--- config.mk ---
export PLATFORM = sky130hd
export DESIGN_NAME = fir_decimator_32tap
export DESIGN_NICKNAME = d
export VERILOG_FILES = /design/src/hw/rtl/fird_pkg.sv /design/src/hw/rtl/fird_cell.sv /design/src/hw/rtl/fird_mac.sv /design/src/hw/rtl/fir_decimator_32tap.sv
export SDC_FILE = /design/constraint.sdc
export NUM_CORES = 2
export LEC_CHECK = 0
export BUFFER_PORTS_ARGS = -buffer_cell sky130_fd_sc_hd__buf_2
export CELL_PAD_IN_SITES_DETAIL_PLACEMENT = 1
export CELL_PAD_IN_SITES_GLOBAL_PLACEMENT = 2
export CORE_MARGIN = 1
export CORE_UTILIZATION = 47
export CTS_BUF_LIST = sky130_fd_sc_hd__clkbuf_8 sky130_fd_sc_hd__clkbuf_16
export CTS_CLUSTER_DIAMETER = 30
export CTS_CLUSTER_SIZE = 24
export DETAILED_ROUTE_END_ITERATION = 10
export MAX_ROUTING_LAYER = met4
export PLACE_DENSITY = 0.94
export SYNTH_ARGS = -nofsm -noshare
export SYNTH_HDL_FRONTEND = slang
export SYNTH_HIERARCHICAL = 1
export SYNTH_SLANG_ARGS = --single-unit
export TNS_END_PERCENT = 5
--- constraint.sdc ---
create_clock -name aclk -period 17.3 [get_ports aclk]
set_input_delay 0.865 -clock aclk [delete_from_list [all_inputs] [get_ports aclk]]
set_output_delay 0.865 -clock aclk [all_outputs]
set_load 0.1 [all_outputs]
--- src/hw/rtl/fird_pkg.sv ---
// fir decimator package: shared widths, the low-pass coefficient table and control types
// no dependencies; used by every module of the fir decimator
`timescale 1ns / 1ps
`default_nettype none

package fird_pkg;

    localparam int SAMPLE_W      = 16;
    localparam int COEF_W        = 16;
    localparam int PROD_W        = SAMPLE_W + COEF_W;
    localparam int FRAC_BITS     = 15;
    localparam int RATIO_W       = 5;
    localparam int PHASE_W       = 4;
    localparam int RATIO_MAX     = 16;
    localparam int COEF_LEN      = 32;
    localparam int TAP_IDX_W     = 7;
    localparam int TAP_COUNT_DEF = 32;

    // q15 low-pass coefficients, index 0 weighs the oldest sample
    localparam logic signed [COEF_W-1:0] LP_COEF [COEF_LEN] = '{
            16'sd1,     16'sd7,     16'sd4,   -16'sd33,
          -16'sd88,   -16'sd61,   16'sd146,   16'sd415,
           16'sd350,  -16'sd357, -16'sd1335, -16'sd1407,
           16'sd583,  16'sd4507,  16'sd8528, 16'sd10238,
          16'sd8528,  16'sd4507,   16'sd583, -16'sd1407,
         -16'sd1335,  -16'sd357,   16'sd350,   16'sd415,
           16'sd146,   -16'sd61,   -16'sd88,   -16'sd33,
             16'sd4,     16'sd7,     16'sd1,     16'sd0
    };

    // coefficient for a tap position; taps past the table weigh zero
    function automatic logic signed [COEF_W-1:0] coef_at(input logic [TAP_IDX_W-1:0] t);
        logic signed [COEF_W-1:0] c;
        c = '0;
        if (t < TAP_IDX_W'(COEF_LEN)) begin
            c = LP_COEF[t[4:0]];
        end
        return c;
    endfunction

    // control from the sequencer to the multiply-accumulate unit
    typedef struct packed {
        logic clear;   // start a new sum
        logic mul_en;  // a tap product is formed this cycle
    } mac_ctrl_t;

endpackage

`default_nettype wire

--- src/hw/rtl/fird_cell.sv ---
// fir decimator history cell: holds one sample and passes it to the next cell on shift
// depends on fird_pkg
`timescale 1ns / 1ps
`default_nettype none

module fird_cell (
    input  wire logic                                 aclk,
    input  wire logic                                 aresetn,
    input  wire logic                                 shift_en,
    input  wire logic signed [fird_pkg::SAMPLE_W-1:0] din,
    output logic signed [fird_pkg::SAMPLE_W-1:0]      dout
);

    logic signed [fird_pkg::SAMPLE_W-1:0] data_reg;

    // history is cleared at reset
    always_ff @(posedge aclk) begin
        if (!aresetn) begin
            data_reg <= '0;
        end else if (shift_en) begin
            data_reg <= din;
        end
    end

    assign dout = data_reg;

endmodule

`default_nettype wire

--- src/hw/rtl/fird_mac.sv ---
// fir decimator multiply-accumulate unit with q15 truncation and 16-bit saturation
// depends on fird_pkg
`timescale 1ns / 1ps
`default_nettype none

module fird_mac #(
    parameter int TAP_COUNT = fird_pkg::TAP_COUNT_DEF
) (
    input  wire logic                                 aclk,
    input  wire logic                                 aresetn,
    input  wire fird_pkg::mac_ctrl_t                  ctrl,
    input  wire logic signed [fird_pkg::SAMPLE_W-1:0] sample,
    input  wire logic signed [fird_pkg::COEF_W-1:0]   coef,
    output logic signed [fird_pkg::SAMPLE_W-1:0]      result
);

    localparam int PW    = fird_pkg::PROD_W;
    localparam int ACC_W = PW + $clog2(TAP_COUNT) + 1;
    localparam logic signed [ACC_W-1:0] SAT_HI = ACC_W'(32767);
    localparam logic signed [ACC_W-1:0] SAT_LO = -(ACC_W'(32768));
    localparam logic signed [ACC_W-1:0] BIAS   = ACC_W'((1 << fird_pkg::FRAC_BITS) - 1);

    logic signed [PW-1:0]    prod_reg;
    logic                    acc_en_reg;
    logic signed [ACC_W-1:0] acc_reg;
    logic signed [ACC_W-1:0] biased;
    logic signed [ACC_W-1:0] quot;

    // product stage
    always_ff @(posedge aclk) begin
        if (ctrl.mul_en) begin
            prod_reg <= sample * coef;
        end
    end

    // accumulate the product in the cycle after it is formed
    always_ff @(posedge aclk) begin
        if (!aresetn) begin
            acc_en_reg <= 1'b0;
        end else begin
            acc_en_reg <= ctrl.mul_en;
        end
    end

    always_ff @(posedge aclk) begin
        if (ctrl.clear) begin
            acc_reg <= '0;
        end else if (acc_en_reg) begin
            acc_reg <= acc_reg + {{(ACC_W-PW){prod_reg[PW-1]}}, prod_reg};
        end
    end

    // shift right truncating toward zero, then saturate
    always_comb begin
        biased = acc_reg + (acc_reg[ACC_W-1] ? BIAS : '0);
        quot   = biased >>> fird_pkg::FRAC_BITS;
        if (quot > SAT_HI) begin
            result = SAT_HI[fird_pkg::SAMPLE_W-1:0];
        end else if (quot < SAT_LO) begin
            result = SAT_LO[fird_pkg::SAMPLE_W-1:0];
        end else begin
            result = quot[fird_pkg::SAMPLE_W-1:0];
        end
    end

endmodule

`default_nettype wire

--- src/hw/rtl/fir_decimator_32tap.sv ---
// fir decimator top level: history cell chain, tap sequencer, ratio and phase control
// depends on fird_pkg, fird_cell and fird_mac
`timescale 1ns / 1ps
`default_nettype none
//
// Decimating low-pass FIR filter on signed 16-bit audio samples.
// Input samples arrive on the s_ stream channel, filtered results leave on the m_ channel.
// The decimation ratio is written on the cfg channel (always ready); the user must write it
// only while the block is idle, as nothing in the block enforces this. Zero acts as 1,
// values above 16 act as 16. Ratio 1 passes each sample through without touching the history.
// Samples are held in a chain of TAP_COUNT cells, newest at the head. A sample that does not
// complete a decimation phase is taken into the history while the block stays idle. A sample
// that completes the phase starts a walk of the chain: the chain rotates once around while a
// single multiplier of the shared multiply-accumulate unit weighs the tail cell; the sum then
// passes the drain and finish states into the output register, finish waiting while a pending
// result is still held, and the next sample is taken once the block is back in idle.
// Passthrough results are registered and appear in the cycle after their input transaction.
// Reset clears the history, the phase and the output valid, and sets the ratio to 1.
// When the receiver stalls, the finished result is held in the output register; the block
// keeps taking samples that produce no result and waits before overwriting a pending one.
//
module fir_decimator_32tap #(
    parameter int TAP_COUNT = fird_pkg::TAP_COUNT_DEF
) (
    input  wire logic                                 aclk,
    input  wire logic                                 aresetn,
    // input samples
    input  wire logic                                 s_tvalid,
    output logic                                      s_tready,
    input  wire logic [fird_pkg::SAMPLE_W-1:0]        s_tdata,   // [15:0] sample
    // filtered results
    output logic                                      m_tvalid,
    input  wire logic                                 m_tready,
    output logic [fird_pkg::SAMPLE_W-1:0]             m_tdata,   // [15:0] filtered_sample
    // ratio register write
    input  wire logic                                 cfg_valid,
    output logic                                      cfg_ready,
    input  wire logic [fird_pkg::RATIO_W-1:0]         cfg_data   // [4:0] decim_ratio
);

    localparam int SW = fird_pkg::SAMPLE_W;
    localparam int TW = $clog2(TAP_COUNT);

    typedef enum logic [1:0] {
        ST_IDLE,
        ST_MAC,
        ST_DRAIN,
        ST_FINISH
    } state_t;

    state_t                          state_reg;
    logic [fird_pkg::RATIO_W-1:0]    ratio_reg;
    logic [fird_pkg::PHASE_W-1:0]    phase_reg;
    logic [TW-1:0]                   tap_reg;
    logic                            m_tvalid_reg;
    logic [SW-1:0]                   m_tdata_reg;

    logic [fird_pkg::RATIO_W-1:0]    ratio_eff;
    logic [fird_pkg::RATIO_W-1:0]    phase_next;
    logic                            passthru;
    logic                            out_free;
    logic                            accept;
    logic                            hist_take;
    logic                            phase_done;
    logic                            rotate;
    logic signed [SW-1:0]            chain_in;
    logic signed [SW-1:0]            tap_q [TAP_COUNT];
    logic signed [SW-1:0]            tail;
    logic signed [fird_pkg::COEF_W-1:0] coef;
    logic signed [SW-1:0]            mac_result;
    fird_pkg::mac_ctrl_t             mac_ctrl;

    // effective ratio: zero acts as one, above max clamps
    always_comb begin
        if (ratio_reg == '0) begin
            ratio_eff = fird_pkg::RATIO_W'(1);
        end else if (ratio_reg > fird_pkg::RATIO_W'(fird_pkg::RATIO_MAX)) begin
            ratio_eff = fird_pkg::RATIO_W'(fird_pkg::RATIO_MAX);
        end else begin
            ratio_eff = ratio_reg;
        end
    end

    // handshake and phase decode
    assign passthru   = (ratio_eff == fird_pkg::RATIO_W'(1));
    assign out_free   = !m_tvalid_reg || m_tready;
    assign s_tready   = (state_reg == ST_IDLE) && (!passthru || out_free);
    assign accept     = s_tvalid && s_tready;
    assign hist_take  = accept && !passthru;
    assign phase_next = {1'b0, phase_reg} + fird_pkg::RATIO_W'(1);
    assign phase_done = phase_next >= ratio_eff;
    assign rotate     = (state_reg == ST_MAC);
    assign cfg_ready  = 1'b1;

    // chain of history cells: new sample enters at the head, the walk feeds the tail back
    assign tail     = tap_q[TAP_COUNT-1];
    assign chain_in = rotate ? tail : $signed(s_tdata);

    genvar k;
    generate
        for (k = 0; k < TAP_COUNT; k++) begin : g_cell
            if (k == 0) begin : g_head
                fird_cell u_cell (
                    .aclk     (aclk),
                    .aresetn  (aresetn),
                    .shift_en (hist_take || rotate),
                    .din      (chain_in),
                    .dout     (tap_q[k])
                );
            end else begin : g_body
                fird_cell u_cell (
                    .aclk     (aclk),
                    .aresetn  (aresetn),
                    .shift_en (hist_take || rotate),
                    .din      (tap_q[k-1]),
                    .dout     (tap_q[k])
                );
            end
        end
    endgenerate

    // shared multiply-accumulate, tail cell holds the oldest sample first
    assign coef            = fird_pkg::coef_at(fird_pkg::TAP_IDX_W'(tap_reg));
    assign mac_ctrl.clear  = hist_take && phase_done;
    assign mac_ctrl.mul_en = rotate;

    fird_mac #(
        .TAP_COUNT (TAP_COUNT)
    ) u_mac (
        .aclk    (aclk),
        .aresetn (aresetn),
        .ctrl    (mac_ctrl),
        .sample  (tail),
        .coef    (coef),
        .result  (mac_result)
    );

    // sequencer, ratio register, phase counter and output register
    always_ff @(posedge aclk) begin
        if (!aresetn) begin
            state_reg    <= ST_IDLE;
            ratio_reg    <= fird_pkg::RATIO_W'(1);
            phase_reg    <= '0;
            tap_reg      <= '0;
            m_tvalid_reg <= 1'b0;
        end else begin
            if (cfg_valid && cfg_ready) begin
                ratio_reg <= cfg_data;
            end
            if (m_tvalid_reg && m_tready) begin
                m_tvalid_reg <= 1'b0;
            end
            unique case (state_reg)
                ST_IDLE: begin
                    if (accept && passthru) begin
                        m_tvalid_reg <= 1'b1;
                        m_tdata_reg  <= s_tdata;
                    end else if (hist_take) begin
                        if (phase_done) begin
                            phase_reg <= '0;
                            tap_reg   <= '0;
                            state_reg <= ST_MAC;
                        end else begin
                            phase_reg <= phase_next[fird_pkg::PHASE_W-1:0];
                        end
                    end
                end
                ST_MAC: begin
                    tap_reg <= tap_reg + TW'(1);
                    if (tap_reg == TW'(TAP_COUNT - 1)) begin
                        state_reg <= ST_DRAIN;
                    end
                end
                ST_DRAIN: begin
                    state_reg <= ST_FINISH;
                end
                ST_FINISH: begin
                    if (out_free) begin
                        m_tvalid_reg <= 1'b1;
                        m_tdata_reg  <= mac_result;
                        state_reg    <= ST_IDLE;
                    end
                end
                default: begin
                    state_reg <= ST_IDLE;
                end
            endcase
        end
    end

    assign m_tvalid = m_tvalid_reg;
    assign m_tdata  = m_tdata_reg;

endmodule

`default_nettype wire
# --- Word-level counts from Yosys, hierarchy flattened ---
# Memory sizes are Yosys's and may differ from the RTL's.
# Index checks and enable logic that the tools add are counted.
word_totals:
  ff_bits: 616
  rom_bits: 512
  input_bits: 26
  output_inout_bits: 19
  wordCells: 110
  mem_count: 1
mem_list:
  columns: ["memory", "depth", "word_bits", "read_ports", "rd_clocked_by_memory_dff", "wr", "line", "text"]
  rows:
  - ["(no name shown)", 32, 16, 1, 0, 0, "fird_pkg.sv:36", "c = LP_COEF[t[4:0]];"]
classes:
  n_addsub: 4
  n_mul: 1
  order_cmp: 5
  eq_ne: 11
  mux: 26
  bitwise_logic: 2
  n_reduce_logical: 19
ops:
  columns: ["op", "n"]
  rows:
  - ["two-way mux 16 bit", 7]
  - ["adder 38 x 15 -> 38 bit", 1]
  - ["adder 38 bit", 1]
  - ["multiplier 16 x 16 -> 32 bit", 1]
  - ["one-hot mux 16 bit (2 select lines)", 1]
  - ["two-way mux 5 bit", 5]
  - ["greater-than comparator 23 x 16 -> 1 bit, second input constant", 1]
  - ["less-than comparator 23 x 16 -> 1 bit, second input constant", 1]
  - ["two-way mux 15 bit", 1]
  - ["two-way mux 2 bit", 5]
  - ["one-hot mux 5 bit (2 select lines)", 1]
  - ["inequality test 2 bit, second input constant", 4]
  - ["one-hot mux 2 bit (4 select lines)", 1]
  - ["AND reduction 4 bit", 2]
  - ["greater-or-equal comparator 6 bit, second input constant", 1]
  - ["logical AND 1 bit", 6]
  - ["NOT 5 -> 6 bit", 1]
  - ["adder 4 x 1 -> 5 bit, second input constant", 1]
  - ["adder 5 x 1 -> 5 bit, second input constant", 1]
  - ["equality test 5 x 1 -> 1 bit, second input constant", 1]
  - ["equality test 5 bit, second input constant", 1]
  - ["greater-or-equal comparator 5 bit", 1]
  - ["greater-than comparator 5 bit, second input constant", 1]
  - ["zero test 5 bit", 1]
  - ["13 further kinds", 21]

# --- Logic depth before layout (Yosys ltp) ---
depth:
  word_depth: 12
  mapped_depth: 30
  ltp_nobuf: 29

# --- Modules after synthesis ---
# Netlist, hierarchy kept.
by_module_without_submodules:
  columns: ["mod", "instances", "cells_per_inst", "area_per_inst_um2", "seq_area_each_um2"]
  rows:
  - ["fird_cell", 32, 51, 615.6, 320.3]
  - ["fird_mac", 1, 1651, 14876.8, 1741.7]
  - ["fir_decimator_32tap", 1, 305, 2727.6, 820.8]

# --- Least setup slack after synthesis ---
# No wires, ideal clock.
synth_path:
  path_type: "reg-to-reg"
  start: "register tap_reg[0]"
  end: "register u_mac.prod_reg[31] (data pin)"
  setup_ps: 259
  arrival_ps: 7634
  t_required_ps: 17041
  slack_ps: 9407
  path_stages_with_launch: 31
  n_path_buf: 1
  synth_period_minus_slack_ps: 7893
  cell_sequence: "dfxtp_1 clkinv_1 ha_1 nand2b_1 a21oi_1 a21o_1 and2_1 a311o_1 clkbuf_1 nand2_1 fa_1 inv_1 fa_1 inv_1 fa_1 inv_1 fa_1 fa_1 inv_1 fa_1 inv_1 ha_1 and3_1 a2111oi_0 a211oi_1 nand2_1 o31ai_1 o41a_1 a211oi_2 a21oi_1 xnor2_1"
synth_between:
  elab_chain_cells: 5
synth_lines:
  columns: ["element", "line", "text"]
  rows:
  - ["from (decl)", "fir_decimator_32tap.sv:54", "logic [TW-1:0] tap_reg;"]
  - ["from (signal assigned)", "fir_decimator_32tap.sv:169", "tap_reg <= tap_reg + TW'(1);"]
  - ["NOT 5 -> 6 bit (not written as such)", "fird_pkg.sv:36", null]
  - ["memory (32 x 16 bit)", null, null]
  - ["two-way mux 16 bit (not written as such) (2 in series)", "fird_pkg.sv:36", null]
  - ["via coef, one bit", "fir_decimator_32tap.sv:69", "logic signed [fird_pkg::COEF_W-1:0] coef;"]
  - ["multiplier 16 x 16 -> 32 bit", "fird_mac.sv:32", "prod_reg <= sample * coef;"]
  - ["to (signal assigned)", "fird_mac.sv:32", null]
  - ["to (decl)", "fird_mac.sv:23", "logic signed [PW-1:0] prod_reg;"]
# The timed path passes the listed nets, and every way through them passes these cells. The select of a mux whose other input is x is not followed.
# A chain may end at the register's enable or synchronous reset.

# --- Worst setup path after layout ---
# Same ends and word-level chain as after synthesis.

==> flow_summary.toml <==
[sta]
timing.final.max_slew_violations = 0
max_freq_mhz = 111.8
hold_viol_final = 0
slew_headroom_pct = 24.29
post-route-period-util_pct = 51.69
rsz0062_at_grt = "false"
fin_setup_tns_ps = 0
worst_pin_slew_ps = 1136
skew_ps = 51.91
fin_crit_ps = 8942
final-setup-viol-count = 0

[placed_design]
hpwl_um = 55770
port_buffers = 43
gp_congestion = 0.8632
placed_cells = 4538

[logic_synthesis]
synth_area_mm2 = 0.03730
synth_simple_gate_area_share_pct = 16.17
synth_compound_area_share_pct = 5.668
synth.most_common_cell = "dfxtp_1"
synth_top_family_by_area = "adder cells"
synthDominantCellAreaShare_pct = 30.48
async_reset_ff_share_pct = 0
synthAdderAreaFrac_pct = 19.38
synth_cell_type_count = 87
yosys.area.top_type = "dfxtp_1"
syn-num-nets = 4034
avgSynthCellArea_um2 = 10.40
synthTopCellsByArea = "dfxtp_1 (30%), mux2i_1 (14%), fa_1 (14%), nor2b_1 (8.8%), ha_1 (5.3%)"
ys_ff_latch = 616
muxShareOfSynthArea_pct = 15.49
ys_warn_count = 6
seq_area_frac_synth_pct = 34.35
synthFlopType = "dfxtp_1"
syn-instance-count = 3588
synth_xor_area_share_pct = 1.667
synth_edf_count = 48
synthTopCellsByCount = "dfxtp_1 (568), mux2i_1 (538), nor2b_1 (527)"

[floorplan]
io_pins = 45
die-height_um = 283.7
start_util_pct = 47.84
core_area_mm2 = 0.07798
die_w_um = 283.7
dieArea_mm2 = 0.08050
num_rows = 102

[clock_tree]
clkSinkCount = 616
cts_resized = 0
cts_tree = "built"
cts_setup_buffers = 0
cts_root_buffer = "clkbuf_16"
clkTransAtPathRegs_ps = 50
clock_latency_ps = 690
cts_hold_buf = 0
cts_made_buffers = 121
htreeDepth = 3
clockBufferDepth = 3

[global_routing]
grt_max_degree = 169
grt-ovfl-total = 0
groute.usage.overall_pct = 21.29
grt_pass1_wl_um = 137300
grt_pass1_vias = 26768
antenna_found_initial = 1

[drt]
via_per_inst = 5.170
drtAntennaViolNets = 0
drt-initial-drc-count = 1246
finalWirelength_um = 83330
num_vias = 24659
drc = 0
first_pass_iters = 5
detail_route.wl_per_cell_um = 17.47

[outcome]
status = "complete, no violations"

[power]
power_w = 0.005252
worst_ir_drop_vdd_mv = 0.1210
p_leak_nw = 17.73
p_per_area_mw_per_mm2 = 125.2

[finish]
final_nets = 4067
drive_above_1_share_pct = 9.313
synthToLayoutAreaGrowth_pct = 12.48
fillCellCount = 8459
largest_reg_flops = 496
fin_cells = 4770

[worst_setup_path]
worstPathArrival_ps = 9320
startpoint_type = "register"
crit_required_ps = 17680
path_class = "reg2reg"
path_max_fanout = 38
critPathSlowestCell = "a311o_1"
max_stage_delay_ps = 610
critPathMostFrequentCell = "fa_1"
worst_setup_path_end_kind = "register"

[job]
maxCapViolCount = 0

[min_path]
min_path_type = "in2reg"
## cell type report
cell class / instances / area [µm²] / area share, %
clock buffers: 133 / 3193 / 7.610
repair buffers: 77 / 493.0 / 1.175
inverters: 348 / 1306 / 3.113
multi-input cells: 2457 / 21790 / 51.94
diodes: 4 / 10.01 / 0.02386
flip-flops and latches: 616 / 12810 / 30.54
well taps: 1040 / 1301 / 3.101
clock inverters: 95 / 1049 / 2.499
## placed cells by master, fill, tap and decap left out, types with 27 or more instances in the layout
cell       instances
a21oi_1           90
buf_4             33
nand2_1          195
clkbuf_16        121
inv_1            363
buf_2             42
mux2_2            33
mux2i_1          538
dfxtp_1          567
nor2b_1          527
o21ai_0           51
ha_1             156
edfxtp_1          48
and2_1           133
fa_1             263
nand3_1           27
nor2_1            93
xnor2_1           52
## layer usage
metal	track usage (%)	vias to the layer above	share of wire, %
met5	-	-	0
met1	26.34	12158	45
met3	4.445	171	4.9
met2	34.61	443	47
li1	-	11887	-
met4	6.932	0	2.6
## through the flow
| stage | util [%] | setup WS (ps) | cell area [µm²] | hold slack (ps) |
|---|---|---|---|---|
| 4_1_cts | 53.79 | 8378 | 41950 | 377.2 |
| 2_1_floorplan | - | 9407 | 37300 | 451.0 |
| 3_5_place_dp | 48.36 | 8431 | 37710 | 477.2 |
| 6_report | 53.81 | 8358 | 41960 | 420.7 |
| 3_3_place_gp | 48.36 | 8601 | 37710 | 473.3 |
| 5_1_grt | 53.79 | 7712 | 41950 | 409.0 |
## cell families after synthesis
| logic type | Yosys count |
|---|---|
| muxes | 572 |
| and+or+nand+nor | 1078 |
| xor gates and xnor gates | 71 |
| DFF | 616 |
| AOI/OAI and AO/OA | 315 |
| adders and majority gates | 420 |
| buffers and inverters | 515 |
| other | 1 |
## power by group
group / switching (W) / internal, W
registers: 0.0000896 / 0.00153
clock network: 0.000811 / 0.00156
logic: 0.000718 / 0.000545
total: 0.00162 / 0.00363
## path summary, 6_finish.rpt
| check | from | endpoint | slack, ps | cells after the start |
|---|---|---|---|---|
| setup / recovery | tap_reg[0]$_SDFFE_PN0P_ | u_mac/prod_reg[31]$_DFFE_PP_ | 8360 | 30 |
| hold / removal | cfg_data[0] | ratio_reg[0]$_SDFFE_PN1P_ | 420 | 3 |
| setup reg to reg | tap_reg[0]$_SDFFE_PN0P_ | u_mac/prod_reg[31]$_DFFE_PP_ | 8360 | 30 |
| hold reg to reg | ratio_reg[0]$_SDFFE_PN1P_ | ratio_reg[0]$_SDFFE_PN1P_ | 490 | 2 |
## critical path: cells and delay by family (launching register included)
family | cells | cell delay [ps]
flops | 1 | 560
simple gates | 5 | 970
buf+inv | 7 | 980
fa+ha+maj | 8 | 3710
compound gates | 9 | 2290
xor+xnor | 1 | 130
Power figures use the tool's default switching activity.
